`src/rtl/amsp_pkg.sv`:
```
package amsp_pkg;

  localparam int CharW   = 8;
  localparam int FlagW   = 16;
  localparam int StatusW = 13;
  localparam int DigitW  = 4;
  localparam int CountW  = 2;
  localparam int WinDepth = 3;

  localparam logic [CountW-1:0] WIN_FULL = CountW'(WinDepth);

  // flag bit positions in the accumulator
  localparam int FB_NOTRACK  = 0;   // n
  localparam int FB_NOGOTO   = 1;   // N
  localparam int FB_ATHOME   = 2;   // H
  localparam int FB_HOMING   = 3;   // h
  localparam int FB_AUTOHOME = 4;   // B
  localparam int FB_PPS      = 5;   // S
  localparam int FB_PULSE    = 6;   // G
  localparam int FB_GUIDE    = 7;   // g
  localparam int FB_WAITHOME = 8;   // w
  localparam int FB_PAUSE    = 9;   // u
  localparam int FB_BUZZER   = 10;  // z
  localparam int FB_MFLIP    = 11;  // a
  localparam int FB_PECREC   = 12;  // R
  localparam int FB_REFR     = 13;  // r
  localparam int FB_OTRK     = 14;  // t
  localparam int FB_SINGLE   = 15;  // s

  // tracking and goto report active unless their "off" letter was seen
  localparam logic [StatusW-1:0] STATUS_INV = StatusW'(3);

  localparam logic [2:0] COMP_NONE        = 3'd0;
  localparam logic [2:0] COMP_REFR_DUAL   = 3'd1;
  localparam logic [2:0] COMP_REFR_SINGLE = 3'd2;
  localparam logic [2:0] COMP_OTRK_DUAL   = 3'd3;
  localparam logic [2:0] COMP_OTRK_SINGLE = 3'd4;

  localparam logic [CharW-1:0] CH_ZERO   = 8'h30;
  localparam logic [CharW-1:0] DIGIT_MAX = 8'd9;

  typedef struct packed {
    logic [FlagW-1:0] flags;
    logic             park_hit;
    logic [1:0]       park;
    logic             rate_hit;
    logic [1:0]       rate;
    logic             pec_hit;
    logic [2:0]       pec;
    logic             mount_hit;
    logic [1:0]       mount;
    logic             pier_hit;
    logic [1:0]       pier;
  } flag_dec_t;

  function automatic logic [DigitW-1:0] digit_of(input logic [CharW-1:0] c);
    logic [DigitW-1:0] d;
    d = '0;
    if (c >= CH_ZERO && c <= CH_ZERO + DIGIT_MAX) begin
      d = DigitW'(c - CH_ZERO);
    end
    return d;
  endfunction

endpackage

```
`src/rtl/amsp_chan_if.sv`:
```
interface amsp_in_if;
  logic                        valid;
  logic                        ready;
  logic [amsp_pkg::CharW-1:0]  ch;
  logic                        last;

  modport source (output valid, output ch, output last, input ready);
  modport sink   (input valid, input ch, input last, output ready);
endinterface

interface amsp_out_if;
  logic                          valid;
  logic                          ready;
  logic                          valid_res;
  logic [amsp_pkg::StatusW-1:0]  status_bits;
  logic [1:0]                    park_state;
  logic [1:0]                    track_rate;
  logic [2:0]                    track_comp;
  logic [1:0]                    pier_side;
  logic [1:0]                    mount_type;
  logic [2:0]                    pec_state;
  logic [amsp_pkg::DigitW-1:0]   pulse_guide_rate;
  logic [amsp_pkg::DigitW-1:0]   guide_rate;
  logic [amsp_pkg::DigitW-1:0]   error_code;

  modport source (output valid, output valid_res, output status_bits, output park_state,
                  output track_rate, output track_comp, output pier_side,
                  output mount_type, output pec_state, output pulse_guide_rate,
                  output guide_rate, output error_code, input ready);
  modport sink   (input valid, input valid_res, input status_bits, input park_state,
                  input track_rate, input track_comp, input pier_side,
                  input mount_type, input pec_state, input pulse_guide_rate,
                  input guide_rate, input error_code, output ready);
endinterface

```
`src/rtl/amsp_flag_decode.sv`:
```
module amsp_flag_decode (
  input  logic [amsp_pkg::CharW-1:0] ch,
  output amsp_pkg::flag_dec_t        dec
);

  always_comb begin
    dec = '0;
    case (ch)
      "n": dec.flags[amsp_pkg::FB_NOTRACK]  = 1'b1;
      "N": dec.flags[amsp_pkg::FB_NOGOTO]   = 1'b1;
      "H": dec.flags[amsp_pkg::FB_ATHOME]   = 1'b1;
      "h": dec.flags[amsp_pkg::FB_HOMING]   = 1'b1;
      "B": dec.flags[amsp_pkg::FB_AUTOHOME] = 1'b1;
      "S": dec.flags[amsp_pkg::FB_PPS]      = 1'b1;
      "G": dec.flags[amsp_pkg::FB_PULSE]    = 1'b1;
      "g": dec.flags[amsp_pkg::FB_GUIDE]    = 1'b1;
      "w": dec.flags[amsp_pkg::FB_WAITHOME] = 1'b1;
      "u": dec.flags[amsp_pkg::FB_PAUSE]    = 1'b1;
      "z": dec.flags[amsp_pkg::FB_BUZZER]   = 1'b1;
      "a": dec.flags[amsp_pkg::FB_MFLIP]    = 1'b1;
      "R": dec.flags[amsp_pkg::FB_PECREC]   = 1'b1;
      "r": dec.flags[amsp_pkg::FB_REFR]     = 1'b1;
      "t": dec.flags[amsp_pkg::FB_OTRK]     = 1'b1;
      "s": dec.flags[amsp_pkg::FB_SINGLE]   = 1'b1;
      "p": begin dec.park_hit = 1'b1; dec.park = 2'd0; end
      "I": begin dec.park_hit = 1'b1; dec.park = 2'd1; end
      "P": begin dec.park_hit = 1'b1; dec.park = 2'd2; end
      "F": begin dec.park_hit = 1'b1; dec.park = 2'd3; end
      "(": begin dec.rate_hit = 1'b1; dec.rate = 2'd1; end
      "O": begin dec.rate_hit = 1'b1; dec.rate = 2'd2; end
      "k": begin dec.rate_hit = 1'b1; dec.rate = 2'd3; end
      "/": begin dec.pec_hit = 1'b1; dec.pec = 3'd0; end
      ",": begin dec.pec_hit = 1'b1; dec.pec = 3'd1; end
      "~": begin dec.pec_hit = 1'b1; dec.pec = 3'd2; end
      ";": begin dec.pec_hit = 1'b1; dec.pec = 3'd3; end
      "^": begin dec.pec_hit = 1'b1; dec.pec = 3'd4; end
      "E": begin dec.mount_hit = 1'b1; dec.mount = 2'd0; end
      "K": begin dec.mount_hit = 1'b1; dec.mount = 2'd1; end
      "A": begin dec.mount_hit = 1'b1; dec.mount = 2'd2; end
      "L": begin dec.mount_hit = 1'b1; dec.mount = 2'd3; end
      "o": begin dec.pier_hit = 1'b1; dec.pier = 2'd0; end
      "T": begin dec.pier_hit = 1'b1; dec.pier = 2'd1; end
      "W": begin dec.pier_hit = 1'b1; dec.pier = 2'd2; end
      default: dec = '0;
    endcase
  end

endmodule

```
`src/rtl/ascii_mount_status_parser.sv`:
```
// output: the status record is registered when the final character is accepted and is valid in the following cycle
// throughput: one character per cycle; non-final characters are taken even while a
// record waits at the output, a final character waits only for the output register
// reset: synchronous, active low; clears the character count, flag and code state
// and the output valid; the character window needs no reset
module ascii_mount_status_parser (
  input  logic            clk,
  input  logic            rst_n,
  amsp_in_if.sink         in_chan,
  amsp_out_if.source      out_chan
);

  logic [amsp_pkg::CharW-1:0]  win_r [amsp_pkg::WinDepth];
  logic [amsp_pkg::CharW-1:0]  win_nxt [amsp_pkg::WinDepth];
  logic [amsp_pkg::CountW-1:0] cnt_r, cnt_nxt;
  logic [amsp_pkg::FlagW-1:0]  flags_r, flags_nxt;
  logic [1:0]                  park_r, park_nxt;
  logic [1:0]                  rate_r, rate_nxt;
  logic [2:0]                  pec_r, pec_nxt;
  logic [1:0]                  mount_r, mount_nxt;
  logic [1:0]                  pier_r, pier_nxt;

  logic                          out_valid_r;
  logic                          res_valid_r, res_valid_nxt;
  logic [amsp_pkg::StatusW-1:0]  status_r, status_nxt;
  logic [1:0]                    park_out_r, rate_out_r, pier_out_r, mount_out_r;
  logic [2:0]                    comp_out_r, pec_out_r, comp_nxt;
  logic [amsp_pkg::DigitW-1:0]   dig0_r, dig1_r, dig2_r;

  amsp_pkg::flag_dec_t dec;
  logic                do_dec;
  logic                accept;
  logic                out_free;

  amsp_flag_decode u_dec (
    .ch  (win_r[0]),
    .dec (dec)
  );

  assign out_free      = !out_valid_r || out_chan.ready;
  assign in_chan.ready = out_free || !in_chan.last;
  assign accept        = in_chan.valid && in_chan.ready;
  assign do_dec        = (cnt_r == amsp_pkg::WIN_FULL);

  always_comb begin
    win_nxt[0] = win_r[1];
    win_nxt[1] = win_r[2];
    win_nxt[2] = in_chan.ch;
    cnt_nxt    = (cnt_r == amsp_pkg::WIN_FULL) ? cnt_r : cnt_r + 1'b1;
    flags_nxt  = do_dec ? (flags_r | dec.flags) : flags_r;
    park_nxt   = (do_dec && dec.park_hit)  ? dec.park  : park_r;
    rate_nxt   = (do_dec && dec.rate_hit)  ? dec.rate  : rate_r;
    pec_nxt    = (do_dec && dec.pec_hit)   ? dec.pec   : pec_r;
    mount_nxt  = (do_dec && dec.mount_hit) ? dec.mount : mount_r;
    pier_nxt   = (do_dec && dec.pier_hit)  ? dec.pier  : pier_r;

    res_valid_nxt = (cnt_nxt == amsp_pkg::WIN_FULL);
    status_nxt    = flags_nxt[amsp_pkg::StatusW-1:0] ^ amsp_pkg::STATUS_INV;
    if (flags_nxt[amsp_pkg::FB_REFR]) begin
      comp_nxt = flags_nxt[amsp_pkg::FB_SINGLE] ? amsp_pkg::COMP_REFR_SINGLE
                                                : amsp_pkg::COMP_REFR_DUAL;
    end else if (flags_nxt[amsp_pkg::FB_OTRK]) begin
      comp_nxt = flags_nxt[amsp_pkg::FB_SINGLE] ? amsp_pkg::COMP_OTRK_SINGLE
                                                : amsp_pkg::COMP_OTRK_DUAL;
    end else begin
      comp_nxt = amsp_pkg::COMP_NONE;
    end
  end

  // parse state
  always_ff @(posedge clk) begin
    if (!rst_n) begin
      cnt_r   <= '0;
      flags_r <= '0;
      park_r  <= '0;
      rate_r  <= '0;
      pec_r   <= '0;
      mount_r <= '0;
      pier_r  <= '0;
    end else if (accept) begin
      if (in_chan.last) begin
        cnt_r   <= '0;
        flags_r <= '0;
        park_r  <= '0;
        rate_r  <= '0;
        pec_r   <= '0;
        mount_r <= '0;
        pier_r  <= '0;
      end else begin
        cnt_r   <= cnt_nxt;
        flags_r <= flags_nxt;
        park_r  <= park_nxt;
        rate_r  <= rate_nxt;
        pec_r   <= pec_nxt;
        mount_r <= mount_nxt;
        pier_r  <= pier_nxt;
      end
    end
  end

  always_ff @(posedge clk) begin
    if (accept) begin
      win_r <= win_nxt;
    end
  end

  // result register
  always_ff @(posedge clk) begin
    if (!rst_n) begin
      out_valid_r <= 1'b0;
    end else if (accept && in_chan.last) begin
      out_valid_r <= 1'b1;
    end else if (out_chan.ready) begin
      out_valid_r <= 1'b0;
    end
  end

  always_ff @(posedge clk) begin
    if (accept && in_chan.last) begin
      res_valid_r <= res_valid_nxt;
      if (res_valid_nxt) begin
        status_r    <= status_nxt;
        park_out_r  <= park_nxt;
        rate_out_r  <= rate_nxt;
        comp_out_r  <= comp_nxt;
        pier_out_r  <= pier_nxt;
        mount_out_r <= mount_nxt;
        pec_out_r   <= pec_nxt;
        dig0_r      <= amsp_pkg::digit_of(win_nxt[0]);
        dig1_r      <= amsp_pkg::digit_of(win_nxt[1]);
        dig2_r      <= amsp_pkg::digit_of(win_nxt[2]);
      end else begin
        status_r    <= '0;
        park_out_r  <= '0;
        rate_out_r  <= '0;
        comp_out_r  <= '0;
        pier_out_r  <= '0;
        mount_out_r <= '0;
        pec_out_r   <= '0;
        dig0_r      <= '0;
        dig1_r      <= '0;
        dig2_r      <= '0;
      end
    end
  end

  assign out_chan.valid            = out_valid_r;
  assign out_chan.valid_res        = res_valid_r;
  assign out_chan.status_bits      = status_r;
  assign out_chan.park_state       = park_out_r;
  assign out_chan.track_rate       = rate_out_r;
  assign out_chan.track_comp       = comp_out_r;
  assign out_chan.pier_side        = pier_out_r;
  assign out_chan.mount_type       = mount_out_r;
  assign out_chan.pec_state        = pec_out_r;
  assign out_chan.pulse_guide_rate = dig0_r;
  assign out_chan.guide_rate       = dig1_r;
  assign out_chan.error_code       = dig2_r;

endmodule

```
`src/flat_wrapper.sv`:
```
// flat-port wrapper written by rule: the top's interface ports become plain ports
module ascii_mount_status_parser_flat 
  (clk, rst_n, in_chan_valid, in_chan_ch, in_chan_last, in_chan_ready, out_chan_valid, out_chan_valid_res, out_chan_status_bits, out_chan_park_state, out_chan_track_rate, out_chan_track_comp, out_chan_pier_side, out_chan_mount_type, out_chan_pec_state, out_chan_pulse_guide_rate, out_chan_guide_rate, out_chan_error_code, out_chan_ready);
  amsp_in_if in_chan_i ();
  amsp_out_if out_chan_i ();
  input  logic clk;
  input  logic rst_n;
  input wire logic [$bits(in_chan_i.valid)-1:0] in_chan_valid;
  input wire logic [$bits(in_chan_i.ch)-1:0] in_chan_ch;
  input wire logic [$bits(in_chan_i.last)-1:0] in_chan_last;
  output wire logic [$bits(in_chan_i.ready)-1:0] in_chan_ready;
  output wire logic [$bits(out_chan_i.valid)-1:0] out_chan_valid;
  output wire logic [$bits(out_chan_i.valid_res)-1:0] out_chan_valid_res;
  output wire logic [$bits(out_chan_i.status_bits)-1:0] out_chan_status_bits;
  output wire logic [$bits(out_chan_i.park_state)-1:0] out_chan_park_state;
  output wire logic [$bits(out_chan_i.track_rate)-1:0] out_chan_track_rate;
  output wire logic [$bits(out_chan_i.track_comp)-1:0] out_chan_track_comp;
  output wire logic [$bits(out_chan_i.pier_side)-1:0] out_chan_pier_side;
  output wire logic [$bits(out_chan_i.mount_type)-1:0] out_chan_mount_type;
  output wire logic [$bits(out_chan_i.pec_state)-1:0] out_chan_pec_state;
  output wire logic [$bits(out_chan_i.pulse_guide_rate)-1:0] out_chan_pulse_guide_rate;
  output wire logic [$bits(out_chan_i.guide_rate)-1:0] out_chan_guide_rate;
  output wire logic [$bits(out_chan_i.error_code)-1:0] out_chan_error_code;
  input wire logic [$bits(out_chan_i.ready)-1:0] out_chan_ready;
  assign in_chan_i.valid = in_chan_valid;
  assign in_chan_i.ch = in_chan_ch;
  assign in_chan_i.last = in_chan_last;
  assign in_chan_ready = in_chan_i.ready;
  assign out_chan_valid = out_chan_i.valid;
  assign out_chan_valid_res = out_chan_i.valid_res;
  assign out_chan_status_bits = out_chan_i.status_bits;
  assign out_chan_park_state = out_chan_i.park_state;
  assign out_chan_track_rate = out_chan_i.track_rate;
  assign out_chan_track_comp = out_chan_i.track_comp;
  assign out_chan_pier_side = out_chan_i.pier_side;
  assign out_chan_mount_type = out_chan_i.mount_type;
  assign out_chan_pec_state = out_chan_i.pec_state;
  assign out_chan_pulse_guide_rate = out_chan_i.pulse_guide_rate;
  assign out_chan_guide_rate = out_chan_i.guide_rate;
  assign out_chan_error_code = out_chan_i.error_code;
  assign out_chan_i.ready = out_chan_ready;
  ascii_mount_status_parser u_core (.clk(clk), .rst_n(rst_n), .in_chan(in_chan_i), .out_chan(out_chan_i));
endmodule
```
`config.mk`:
```
export PLATFORM = sky130hd
export DESIGN_NAME = ascii_mount_status_parser_flat
export DESIGN_NICKNAME = d
export VERILOG_FILES = /design/src/rtl/amsp_pkg.sv /design/src/rtl/amsp_chan_if.sv /design/src/rtl/amsp_flag_decode.sv /design/src/rtl/ascii_mount_status_parser.sv /design/src/flat_wrapper.sv
export SDC_FILE = /design/constraint.sdc
export NUM_CORES = 1
export LEC_CHECK = 0
export BUFFER_PORTS_ARGS = -buffer_cell sky130_fd_sc_hd__buf_2
export CELL_PAD_IN_SITES_DETAIL_PLACEMENT = 2
export CELL_PAD_IN_SITES_GLOBAL_PLACEMENT = 2
export CORE_MARGIN = 2
export CORE_UTILIZATION = 38
export CTS_CLUSTER_SIZE = 25
export DETAILED_ROUTE_END_ITERATION = 7
export GPL_ROUTABILITY_DRIVEN = 0
export PLACE_DENSITY_LB_ADDON = 0.1
export SLEW_MARGIN = 20
export SYNTH_ARGS = -nofsm -noshare
export SYNTH_HDL_FRONTEND = slang
export SYNTH_SLANG_ARGS = --single-unit
```
`constraint.sdc`:
```
create_clock -name clk -period 3 [get_ports clk]
set_input_delay 0.6 -clock clk [delete_from_list [all_inputs] [get_ports clk]]
set_output_delay 0.6 -clock clk [all_outputs]
set_load 0.1 [all_outputs]
```
==> flow_summary.json, run 1 <==
{
  "synth-seq-area-share_pct": 60.4,
  "core_um2": 10800,
  "insertion_delay_ps": 370,
  "layout.nets": 431,
  "layout.cells.non_filler": 563,
  "cts_buffers": 9,
  "drc": 0,
  "syn_nets": 383,
  "dp_hpwl_um": 7680,
  "slew_headroom_pct": 43.1,
  "globalRouteTotalUtil_pct": 20.3,
  "fmax_mhz": 412,
  "final_util_pct": 44.6,
  "cts_resized": 0,
  "p_int_mw": 1.97,
  "synthArstFlopShare_pct": 0,
  "peakVddDrop_uv": 307,
  "die-area_um2": 11800,
  "power_frac_seq_pct": 53.6,
  "swShare_pct": 28.3,
  "layout-drive-gt1-share_pct": 22.0,
  "vias": 3105,
  "clkTransAtPathRegs_ps": 100,
  "root_buffer": "clkbuf_8",
  "fp-row-count": 38,
  "ys_warn_count": 0,
  "required_ps": 3120,
  "grt-ovfl-total": 0,
  "antenna_cells": 0,
  "power_density_nw_per_um2": 571,
  "grt_max_degree": 43,
  "cts_tree": "built",
  "synth.area.top_cells": "edfxtp_1 46%, dfxtp_1 14%, nor2_1 4.7%, a31oi_1 2.1%, a21oi_1 1.9%",
  "crit_path_start_kind": "register",
  "drv_slew": 0,
  "drt_first_iter_violations": 142,
  "p_switching_mw": 0.777,
  "cts-hold-fix-buffers": 0,
  "syn_inst": 370,
  "synth_cell_types": 68,
  "power_frac_comb_pct": 10.7,
  "post-place-cells": 547,
  "postRouteWirelength_um": 11100,
  "rr_endpoint": "u_core.out_chan.track_comp[1]$_SDFFCE_PN0P_",
  "yosys.area.top_type": "edfxtp_1",
  "synth_edf_count": 64,
  "port_buffers": 54,
  "tightestPinTransition_ps": 853,
  "critical_path.max_fanout": 23,
  "fin_setup_tns_ps": 0,
  "io_pins": 55,
  "clock_skew_ps": 14.6,
  "cts_max_level": 3,
  "wire_per_inst_um": 19.6,
  "p_leak_nw": 1.77,
  "rsz0062_at_grt": "no",
  "clock-sinks": 94,
  "reg2regPathDepth": 4,
  "ys.flop_type": "edfxtp_1",
  "critPathArrivalTime_ps": 2540,
  "hold_viol": 0,
  "r2r-start": "u_core.win_r[17]$_DFFE_PN_",
  "hold_slack_ps": 414,
  "end_kind": "register",
  "period_needed_ps": 2430,
  "drt.antenna.violating_nets": 0,
  "fp.dieW_um": 109,
  "grt_pass1_vias": 3271,
  "max-cap-violations": 0,
  "grt_first_pass_wirelength_um": 18100,
  "p_clk_share_pct": 35.7,
  "antenna_found_initial": 0,
  "hp-class": "in2reg",
  "crit_start": "u_core.win_r[17]$_DFFE_PN_",
  "ys_seq_elements": 94,
  "r2r_slack_ps": 570,
  "syn_area_per_cell_um2": 11.3,
  "postCtsSetupBuffers": 0,
  "syn_to_final_growth_pct": 15.4,
  "outcome": "completed",
  "critPathCapture": "u_core.out_chan.track_comp[1]$_SDFFCE_PN0P_",
  "viasPerCell": 5.52,
  "fin_crit_sh_pct": 80.9,
  "synth_top_area_share_pct": 46.1,
  "first_pass_iters": 4,
  "die_y_um": 109,
  "clk_path_buf_depth": 2,
  "setup_violations": 0,
  "crit_type": "reg2reg",
  "start_util_pct": 38.7,
  "netlist_area_um2": 4170
}
==> final cells by class <==
class	instances	area, um^2
fillers	1109	5980
flip-flops and latches	94	2520
multi-input cells	233	1470
repair buffers	59	333
well taps	140	175
clock buffers	9	124
clock inverters	7	114
inverters	21	78.8
==> worst max-delay path: stages, from the launching register on <==
cell	delay [ps]
edfxtp_1	820
nor4b_2	590
a41oi_1	300
nor2b_1	230
a31o_2	240
==> cells in the mapped netlist, types with 2 or more instances <==
cell type and number:
clkbuf_1 8, inv_1 21, a21o_1 2, nor3_1 14, a41oi_1 6, nand3_1 7
nand3b_1 3, edfxtp_1 64, nor3b_1 2, and2_1 6, and4b_1 3, a31o_2 2
nand2b_1 7, or3_1 2, nor4b_1 2, and3b_1 2, and3_1 2, dfxtp_1 30
a211oi_1 3, nor2_1 52, o21ai_0 9, a31oi_1 14, buf_4 3, o211ai_1 4
buf_2 9, a21oi_1 16, buf_1 2, o41ai_1 2, nand2_1 18, nor4bb_1 3
a211o_1 2, a22o_1 5, o22ai_1 2, nor4_1 2, a32o_1 2, nor2b_1 4
mux2i_1 3, xor2_1 2
==> sequential cells by signal (all words and copies together) (netlist names), 4 cells and up <==
| name | cells |
|---|---|
| u_core.win_nxt | 16 |
| u_core.win_r | 8 |
| u_core.flags_r | 16 |
| u_core.out_chan.status_bits | 13 |
| u_core.out_chan.guide_rate | 4 |
| u_core.out_chan.pulse_guide_rate | 4 |
| u_core.out_chan.error_code | 4 |
==> cell families (layout without fill, tap and decap cells) <==
| group | after synthesis | in the layout | share of synthesized area [%] |
|---|---|---|---|
| DFF | 94 | 94 | 60.4 |
| AOI/OAI and AO/OA | 86 | 86 | 15.5 |
| and+or+nand+nor | 142 | 142 | 18.5 |
| muxes | 3 | 3 | 0.720 |
| xor gates and xnor gates | 2 | 2 | 0.420 |
| buffers and inverters | 43 | 96 | 4.41 |
==> worst min-delay path by stage <==
stage / startpoint / end / slack [ps] / cells past startpoint
2_1_floorplan: u_core.win_nxt[12]$_DFFE_PN_ / u_core.win_nxt[20]$_DFFE_PN_ / 430 / 0
3_3_place_gp: u_core.win_nxt[13]$_DFFE_PN_ / u_core.win_nxt[21]$_DFFE_PN_ / 430 / 0
3_5_place_dp: u_core.win_nxt[8]$_DFFE_PN_ / u_core.win_nxt[16]$_DFFE_PN_ / 440 / 0
4_1_cts: in_chan_ch[5] / u_core.win_nxt[13]$_DFFE_PN_ / 400 / 1
5_1_grt: in_chan_ch[0] / u_core.win_nxt[8]$_DFFE_PN_ / 390 / 1
6_report: in_chan_ch[5] / u_core.win_nxt[13]$_DFFE_PN_ / 410 / 1
==> metal layers <==
metal  vias to the layer above  track usage [%]  part of all wire, %
met2                        68             33.6                   50
met5                         -                0                    0
li1                       1478                -                    -
met1                      1549             27.1                   45
met4                         0             5.22                  1.1
met3                        10             4.66                  4.6
==> cell usage in the layout, fill, tap and decap left out, types with 14 or more instances in the layout <==
master	instances
a31oi_1	14
edfxtp_1	64
buf_2	54
nor3_1	14
nand2_1	18
dfxtp_1	29
a21oi_1	16
nor2_1	52
inv_1	21
==> power by group through the flow <==
stage          clock network [mW]  registers, mW  logic [mW]
6_report                    0.981           1.47       0.295
3_3_place_gp                    0           1.50       0.293
5_1_grt                      1.06           1.48       0.314
3_5_place_dp                    0           1.50       0.296
2_1_floorplan                   0           1.60       0.114
4_1_cts                      1.01           1.47       0.297
==> per-stage QoR <==
step                      setup slack [ps]  area, um^2  power (mW)
after floorplan                        179        4180        1.72
after global placement                 665        4580        1.79
after detailed placement               586        4580        1.80
after CTS                              577        4820        2.78
after global routing                   426        4820        2.86
final                                  574        4820        2.75
Power figures use the tool's default switching activity.
==> run 2, diff against run 1 <==
Settings changed: CORE_UTILIZATION 38 to 34.
Clock period 3 ns to 1.9 ns, I/O delays scaled along.
==> flow_summary.json, run 2 (same netlist as run 1, synthesis figures left out) <==
{
  "mostFrequentLayoutCell": "buf_4",
  "wire_per_inst_um": 22.3,
  "hold_viol": 0,
  "die_y_um": 115,
  "start_util_pct": 34.7,
  "grt_pass1_vias": 3795,
  "fp.dieW_um": 115,
  "grt-ovfl-total": 0,
  "drt.antenna.violating_nets": 0,
  "layout-drive-gt1-share_pct": 41.0,
  "vias": 3469,
  "layout.cells.non_filler": 652,
  "total_power_mw": 4.68,
  "critPathArrivalTime_ps": 2100,
  "setup_violations": 11,
  "syn_to_final_growth_pct": 37.8,
  "rsz0062_at_grt": "yes",
  "fin_setup_tns_ps": -584,
  "end_kind": "register",
  "grt_first_pass_wirelength_um": 20000,
  "crit_path_start_kind": "register",
  "slew_headroom_pct": 63.9,
  "fin_crit_sh_pct": 105,
  "antenna_cells": 0,
  "die-area_um2": 13200,
  "layout.nets": 513,
  "fp-row-count": 40,
  "post-place-cells": 609,
  "required_ps": 2010,
  "p_leak_nw": 2.28,
  "grt_max_degree": 23,
  "layout_common_cells": "73 x buf_4, 64 x edfxtp_1, 54 x buf_2, 49 x nor2_1, 29 x dfxtp_1",
  "dp_hpwl_um": 8830,
  "clock_skew_ps": 11.7,
  "first_pass_iters": 4,
  "root_buffer": "clkbuf_16",
  "peakVddDrop_uv": 783,
  "port_buffers": 54,
  "antenna_found_initial": 0,
  "cts_tree": "built",
  "tightestPinTransition_ps": 540,
  "hold_slack_ps": 215,
  "final_util_pct": 47.9,
  "power_density_nw_per_um2": 813,
  "outcome": "finished, violations left",
  "max-cap-violations": 0,
  "period_needed_ps": 1990,
  "core_um2": 12000,
  "fillers": 1229,
  "cts_max_level": 3,
  "fmax_mhz": 503,
  "cts_buffers": 9,
  "drt_first_iter_violations": 177,
  "crit_type": "reg2reg",
  "hp-class": "in2reg",
  "drc": 0,
  "critical_path.max_fanout": 7,
  "cts-hold-fix-buffers": 0,
  "insertion_delay_ps": 360,
  "postRouteWirelength_um": 14500,
  "drv_slew": 0,
  "worst_slack_ps": -86.4,
  "io_pins": 55,
  "globalRouteTotalUtil_pct": 20.0,
  "clk_path_buf_depth": 2,
  "viasPerCell": 5.32,
  "violations": "negative setup slack",
  "clkTransAtPathRegs_ps": 70,
  "clock-sinks": 94
}
==> run 2: changes by cell type in the layout (fill, tap and decap cells not counted), sizes merged <==
cell | before | now
clkinv | 2 | 3
bufinv | 2 | 0
buf | 59 | 141
clkbuf | 9 | 10
==> run 2: power breakdown <==
part	internal (mW)	switching [mW]	leakage (nW)
clock	0.897	0.804	0.135
sequential	2.25	0.0478	0.868
combinational	0.197	0.480	1.28
==> run 2: worst max-delay path, cell delays in order (launching register included) <==
cell,delay (ps)
edfxtp_1,510
or2_4,320
or4b_4,560
a21bo_2,220
and2_1,130
==> run 2: repair_timing <==
action / in CTS / in global routing
hold endpoints to repair: 0 / 0
setup endpoints to repair: 14 / 23
cloned: 0 / 1
setup buffers: 5 / 21
gates resized for setup: 6 / 46
pin swaps: 3 / 25
==> run 2: path summary, 6_finish.rpt <==
kind	start	endpoint	slack (ps)	cells past startpoint
max	u_core.win_r[17]$_DFFE_PN_	u_core.out_chan.park_state[0]$_SDFFCE_PN0P_	-90	4
min	in_chan_ch[6]	u_core.win_nxt[14]$_DFFE_PN_	220	1
max reg2reg	u_core.win_r[17]$_DFFE_PN_	u_core.out_chan.park_state[0]$_SDFFCE_PN0P_	-90	4
min reg2reg	u_core.win_nxt[20]$_DFFE_PN_	u_core.win_r[20]$_DFFE_PN_	450	0
==> run 2: area by class of cell <==
class	count	area (um^2)	area share, %
Clock buffer	10	229	3.98
Clock inverter	6	43.8	0.762
Inverter	21	78.8	1.37
Multi-Input combinational cell	233	1690	29.3
Sequential cell	94	2530	43.9
Tap cell	147	184	3.20
Timing Repair Buffer	141	1000	17.4
==> run 2: stage by stage <==
step,area (um^2),setup slack (ps)
after floorplan,4230,-495
after global placement,5040,-79.2
after detailed placement,5040,-84.3
after CTS,5360,-59.0
after global routing,5750,-205
final,5750,-86.4
==> run 2: per-layer routing <==
metal	global-route usage [%]	vias to the layer above	wire (um)
li1	-	1641	-
met1	23.2	1755	6200
met2	35.9	51	7630
met3	4.74	22	351
met4	7.15	0	335
met5	0	-	0
